[config.mk]
export PLATFORM = sky130hd
export DESIGN_NAME = ile_seq
export DESIGN_NICKNAME = d
export VERILOG_FILES = /design/src/rtl/ile_pkg.sv /design/src/rtl/ile_seq.sv
export SDC_FILE = /design/constraint.sdc
export NUM_CORES = 1
export LEC_CHECK = 0
export BUFFER_PORTS_ARGS = -buffer_cell sky130_fd_sc_hd__buf_2
export CAP_MARGIN = 30
export CORE_MARGIN = 2
export CORE_UTILIZATION = 29
export DETAILED_ROUTE_END_ITERATION = 10
export HOLD_SLACK_MARGIN = 0.08
export SKIP_CTS_REPAIR_TIMING = 1
export SYNTH_ARGS = -nofsm -noshare
export SYNTH_HDL_FRONTEND = slang
export SYNTH_SLANG_ARGS = --single-unit
[constraint.sdc]
create_clock -name clk -period 6.2 [get_ports clk]
set_clock_uncertainty 0.15 [all_clocks]
set_input_delay 0.93 -clock clk [delete_from_list [all_inputs] [get_ports clk]]
set_output_delay 0.93 -clock clk [all_outputs]
set_load 0.005 [all_outputs]
[src/rtl/ile_pkg.sv]
package ile_pkg;

    localparam int CAPACITY = 1024;
    localparam int ADDR_W   = $clog2(CAPACITY);
    localparam int CNT_W    = 11;
    localparam int POS_W    = 11;
    localparam int DATA_W   = 32;
    localparam int FUNC_W   = 3;
    localparam int STAT_W   = 2;

    // operation codes
    localparam logic [FUNC_W-1:0] FUNC_GET      = 3'd0;
    localparam logic [FUNC_W-1:0] FUNC_ADD_HEAD = 3'd1;
    localparam logic [FUNC_W-1:0] FUNC_ADD_TAIL = 3'd2;
    localparam logic [FUNC_W-1:0] FUNC_ADD_AT   = 3'd3;
    localparam logic [FUNC_W-1:0] FUNC_DELETE   = 3'd4;

    // status codes
    localparam logic [STAT_W-1:0] ST_DONE  = 2'd0;
    localparam logic [STAT_W-1:0] ST_RANGE = 2'd1;
    localparam logic [STAT_W-1:0] ST_FULL  = 2'd2;

    typedef struct packed {
        logic [FUNC_W-1:0] func;
        logic [POS_W-1:0]  position;
        logic [DATA_W-1:0] value;
    } req_t;

    typedef struct packed {
        logic [DATA_W-1:0] read_value;
        logic [STAT_W-1:0] status;
        logic [CNT_W-1:0]  item_count;
    } res_t;

    typedef struct packed {
        logic              rd_en;
        logic [ADDR_W-1:0] rd_addr;
        logic              wr_en;
        logic [ADDR_W-1:0] wr_addr;
        logic [DATA_W-1:0] wr_data;
    } mem_req_t;

endpackage

[src/rtl/ile_seq.sv]
module ile_seq (
    input  logic                          clk,
    input  logic                          rst_n,
    input  ile_pkg::req_t                 req,
    input  logic                          req_valid,
    output logic                          req_ready,
    output ile_pkg::res_t                 res,
    output logic                          res_valid,
    input  logic                          res_ready,
    output ile_pkg::mem_req_t             mem,
    input  logic [ile_pkg::DATA_W-1:0]    rd_data
);

    typedef enum logic [5:0] {
        S_IDLE   = 6'b000001,
        S_FETCH  = 6'b000010,
        S_SHIFT  = 6'b000100,
        S_DRAIN  = 6'b001000,
        S_PLACE  = 6'b010000,
        S_FINISH = 6'b100000
    } state_t;

    localparam logic [ile_pkg::CNT_W-1:0] CNT_FULL = ile_pkg::CNT_W'(ile_pkg::CAPACITY);

    state_t                          state_reg, state_next;
    logic [ile_pkg::CNT_W-1:0]       count_reg, count_next;
    logic [ile_pkg::ADDR_W-1:0]      cur_reg, cur_next;
    logic [ile_pkg::ADDR_W-1:0]      end_reg, end_next;
    logic [ile_pkg::ADDR_W-1:0]      pend_addr_reg, pend_addr_next;
    logic                            pend_reg, pend_next;
    logic                            ins_reg, ins_next;
    logic                            use_rd_reg, use_rd_next;
    logic [ile_pkg::DATA_W-1:0]      val_reg, val_next;
    logic [ile_pkg::DATA_W-1:0]      rv_reg, rv_next;
    logic [ile_pkg::STAT_W-1:0]      st_reg, st_next;

    logic                            accept;
    logic [ile_pkg::CNT_W-1:0]       ins_pos;
    logic [ile_pkg::CNT_W-1:0]       pos_inc;

    assign req_ready = (state_reg == S_IDLE);
    assign accept    = req_valid && req_ready;
    assign pos_inc   = req.position + ile_pkg::CNT_W'(1);

    always_comb
    begin
        case (req.func)
            ile_pkg::FUNC_ADD_HEAD: ins_pos = '0;
            ile_pkg::FUNC_ADD_TAIL: ins_pos = count_reg;
            default:                ins_pos = req.position;
        endcase
    end

    assign res.read_value = use_rd_reg ? rd_data : rv_reg;
    assign res.status     = st_reg;
    assign res.item_count = count_reg;
    assign res_valid      = (state_reg == S_FINISH);

    always_comb
    begin
        state_next     = state_reg;
        count_next     = count_reg;
        cur_next       = cur_reg;
        end_next       = end_reg;
        pend_addr_next = pend_addr_reg;
        pend_next      = pend_reg;
        ins_next       = ins_reg;
        use_rd_next    = use_rd_reg;
        val_next       = val_reg;
        rv_next        = rv_reg;
        st_next        = st_reg;
        mem            = '0;

        unique case (state_reg)
            S_IDLE:
            begin
                if (accept)
                begin
                    rv_next     = '0;
                    st_next     = ile_pkg::ST_DONE;
                    use_rd_next = 1'b0;
                    val_next    = req.value;
                    pend_next   = 1'b0;
                    unique case (req.func) inside
                        ile_pkg::FUNC_GET:
                        begin
                            if (req.position < count_reg)
                            begin
                                mem.rd_en   = 1'b1;
                                mem.rd_addr = req.position[ile_pkg::ADDR_W-1:0];
                                use_rd_next = 1'b1;
                                state_next  = S_FETCH;
                            end
                            else
                            begin
                                rv_next    = '1;
                                st_next    = ile_pkg::ST_RANGE;
                                state_next = S_FINISH;
                            end
                        end
                        ile_pkg::FUNC_ADD_HEAD, ile_pkg::FUNC_ADD_TAIL, ile_pkg::FUNC_ADD_AT:
                        begin
                            if (req.func == ile_pkg::FUNC_ADD_AT && req.position > count_reg)
                            begin
                                st_next    = ile_pkg::ST_RANGE;
                                state_next = S_FINISH;
                            end
                            else if (count_reg == CNT_FULL)
                            begin
                                st_next    = ile_pkg::ST_FULL;
                                state_next = S_FINISH;
                            end
                            else
                            begin
                                count_next = count_reg + ile_pkg::CNT_W'(1);
                                ins_next   = 1'b1;
                                end_next   = ins_pos[ile_pkg::ADDR_W-1:0];
                                cur_next   = ile_pkg::ADDR_W'(count_reg - ile_pkg::CNT_W'(1));
                                state_next = (ins_pos == count_reg) ? S_PLACE : S_SHIFT;
                            end
                        end
                        ile_pkg::FUNC_DELETE:
                        begin
                            if (req.position >= count_reg)
                            begin
                                st_next    = ile_pkg::ST_RANGE;
                                state_next = S_FINISH;
                            end
                            else
                            begin
                                count_next = count_reg - ile_pkg::CNT_W'(1);
                                ins_next   = 1'b0;
                                cur_next   = pos_inc[ile_pkg::ADDR_W-1:0];
                                end_next   = ile_pkg::ADDR_W'(count_reg - ile_pkg::CNT_W'(1));
                                state_next = (pos_inc == count_reg) ? S_FINISH : S_SHIFT;
                            end
                        end
                        default:
                        begin
                            state_next = S_FINISH;
                        end
                    endcase
                end
            end
            S_FETCH:
            begin
                state_next = S_FINISH;
            end
            S_SHIFT:
            begin
                // read one entry, write back the one read last cycle
                mem.rd_en      = 1'b1;
                mem.rd_addr    = cur_reg;
                mem.wr_en      = pend_reg;
                mem.wr_addr    = pend_addr_reg;
                mem.wr_data    = rd_data;
                pend_next      = 1'b1;
                pend_addr_next = ins_reg ? cur_reg + ile_pkg::ADDR_W'(1)
                                         : cur_reg - ile_pkg::ADDR_W'(1);
                if (cur_reg == end_reg)
                begin
                    state_next = S_DRAIN;
                end
                else
                begin
                    cur_next = ins_reg ? cur_reg - ile_pkg::ADDR_W'(1)
                                       : cur_reg + ile_pkg::ADDR_W'(1);
                end
            end
            S_DRAIN:
            begin
                mem.wr_en   = 1'b1;
                mem.wr_addr = pend_addr_reg;
                mem.wr_data = rd_data;
                state_next  = ins_reg ? S_PLACE : S_FINISH;
            end
            S_PLACE:
            begin
                mem.wr_en   = 1'b1;
                mem.wr_addr = end_reg;
                mem.wr_data = val_reg;
                state_next  = S_FINISH;
            end
            S_FINISH:
            begin
                if (res_ready)
                begin
                    state_next = S_IDLE;
                end
            end
            default:
            begin
                state_next = S_IDLE;
            end
        endcase
    end

    always_ff @(posedge clk or negedge rst_n)
    begin
        if (!rst_n)
        begin
            state_reg <= S_IDLE;
            count_reg <= '0;
            pend_reg  <= 1'b0;
        end
        else
        begin
            state_reg <= state_next;
            count_reg <= count_next;
            pend_reg  <= pend_next;
        end
    end

    always_ff @(posedge clk)
    begin
        cur_reg       <= cur_next;
        end_reg       <= end_next;
        pend_addr_reg <= pend_addr_next;
        ins_reg       <= ins_next;
        use_rd_reg    <= use_rd_next;
        val_reg       <= val_next;
        rv_reg        <= rv_next;
        st_reg        <= st_next;
    end

endmodule

==> qor.txt <==
Top-area cell type share of the netlist area: 32.4%
Area grow syn2layout: 22.3%
Share of layout cells above drive strength 1: 26.6%
Final Hold Fails: 0
Bufs on Longest Clock Path: 2
Syn_nets: 796
Fmax achieved: 218 MHz
Number of global-route vias before repair: 5,411
Final worst slack: 1.61 ns
CORE AREA: 21,000 um^2
Final Non-Filler Cells: 1,124
Routed WL: 21,900 um
I/O Pins: 183
Port Buffers: 182
Syn Inst Count: 698
Seq/Total Area, Yosys: 39.6%
Die W: 150 um
Type of the worst setup path: reg -> out
Rel. slew slack: 39.1%
Yosys reg bits: 85
Per-cell routed wire length: 19.5 um
Final Max Slew Viols: 0
Crit. End Element: primary output
Placement Cell Area: 7300 um^2
Hold/Removal Path Class: reg -> reg
Worst slack at placement: 1.81 ns
First-pass GRT wire length: 31,800 um
Post-synth EDFFs: 67
Worst Path Max Fanout: 12
Die Height: 150 um
Finished Cell Area: 7600 um^2
Asr flop ratio synth: 21.2%
Clock-pin slew on the worst setup and hold paths: 0.07 ns
DRC Markers: 0
Leak: 3.32 nW
Total gr overflow: 0
H-tree Lvls: 3
Mean post-synth cell area: 8.90 um^2
Largest net degree at the start of global routing: 43
Status: complete, no violations
1st-pass router iterations: 7
Vias: 5,968
Initial Util: 29.6%
Worst EP arrival: 3.51 ns
Die area: 22,600 um^2
Initial antenna violation count: 0
Crit start category: flop
Total Power: 2.43 mW
Yosys warns: 0
Setup TNS: 0 ns
CTS tree: built
HPWL after DPL: 16,700 um
Max IR drop VDD: 0.000181 V
Gr usage total: 18.6%
Ys flop type: edfxtp_1
TritonCTS Sinks: 85
Final min period: 4.59 ns
Post-route ant nets: 0
Root Buffer: clkbuf_16
Clock latency on the worst-skew pair: 0.35 ns
Mapped Area: 6210 um^2
Worst endpoint required time: 5.12 ns
Slew @ Worst Pin: 0.912 ns
Largest area contributor in the netlist: edfxtp_1
Power per Cell Area: 320 nW/um^2
CTS buffer count: 9
Synth top area cells: edfxtp_1, nand2_1, a22o_1
Initial DRC count: 496
Inst Count DP: 1,108
Total Nets Final: 942
Number of setup violations in the final report: 0
Number of flip-flops in the largest register: 32
Placer Congestion: 0.932
Synth unique cells: 60
Post-layout util: 36.1%
Final period utilization: 74.0%
Num rows: 53
Final hold slack: 0.354 ns
Mean number of vias per cell: 5.31
RSZ-0062 raised after global routing: no
Max-cap violations: 0
Ant. Diodes: 0
==> Yosys cell counts (3+ instances only) <==
library cell    n
a211oi_1        6
a21boi_0        4
a21oi_1        27
a22o_1         52
a31oi_1         5
and3_1          7
and4_1          4
buf_2          13
buf_6           3
clkbuf_1       35
dfrtp_1        17
edfxtp_1       67
ha_1           16
inv_1          31
mux2i_1         9
nand2_1       122
nand2b_1       14
nand3_1        21
nand3b_1        3
nand4_1         6
nor2_1         33
nor2b_1         6
nor3_1         11
nor4_1          9
o211ai_1        9
o21ai_0        42
o221a_2         5
o22ai_1        10
or2_2           3
or3_1           4
or3_4           3
or4_1           4
xnor2_1        46
xor2_1         16
==> worst max-delay path: stages, from the launching register on <==
cell and delay, ns:
dfrtp_1 0.54, clkinv_1 0.36, ha_1 0.38, nand3_1 0.16, o221ai_1 0.16, a211oi_1 0.28
buf_4 0.23, and3_1 0.17, and2_1 0.49, a22o_1 0.26, buf_2 0.12
==> cell type report <==
type	instances	area (um^2)
Clock inverter	7	76.3
Sequential cell	85	2460
Timing Repair Buffer	192	1010
Clock buffer	9	225
Inverter	32	120
Multi-Input combinational cell	524	3360
Fill cell	2204	13400
Tap cell	275	344
==> final timing paths <==
path / start / depth (start not counted) / slack, ns / to
setup reg to reg: count_reg[8]$_DFFE_PN0P_ / 12 / 2.45 / count_reg[9]$_DFFE_PN0P_
setup / recovery: count_reg[8]$_DFFE_PN0P_ / 10 / 1.61 / mem[52]
min in group asynchronous: rst_n / 1 / 0.37 / count_reg[0]$_DFFE_PN0P_
hold / removal: pend_reg$_DFFE_PN0P_ / 2 / 0.35 / pend_reg$_DFFE_PN0P_
max in group asynchronous: rst_n / 1 / 5.16 / state_reg[0]$_DFFE_PN1P_
hold reg to reg: pend_reg$_DFFE_PN0P_ / 2 / 0.35 / pend_reg$_DFFE_PN0P_
==> routing by layer <==
metal / GRT usage, % / share of wire [%] / up-vias
met5: 0 / 0 / -
met4: 6.04 / 2.2 / 0
met3: 4.27 / 9.3 / 33
met2: 30.5 / 47 / 318
met1: 24.2 / 42 / 2799
li1: - / - / 2818
==> cell families (layout without fill, tap and decap cells) <==
group	Yosys count	after routing	synth area share [%]
simple gates	255	255	19.7
compound gates	180	180	20.4
buf+inv	89	240	6.24
flops	85	85	39.6
xor+xnor	63	63	9.10
fa+ha+maj	16	16	3.22
mux	10	10	1.63
==> placed cells by master (no fill, tap or decap), drive strengths merged, types with 2 or more instances in the layout <==
cell type and count:
nor4 10, o221ai 2, dfrtp 17, nor2 33, or3 7, a211o 2
buf 192, nor2b 6, nand3 21, o211ai 9, xnor2 46, nand4 6
or4 5, mux2i 9, nand2b 14, or2 3, nor3 12, a21boi 4
inv 34, nand2 122, a21oi 27, o221a 5, o32ai 2, nand3b 3
a22o 52, o21ai 45, and4 4, o22ai 10, clkinv 5, a211oi 6
a31oi 5, edfxtp 67, ha 16, a32oi 2, o2111ai 2, and3 7
xor2 16, clkbuf 9
==> where the power goes <==
group	internal (mW)	switching [mW]	total, mW
registers	0.785	0.155	0.941
clock network	0.286	0.264	0.550
logic	0.387	0.552	0.939
total	1.46	0.971	2.43
Power figures use the tool's default switching activity.
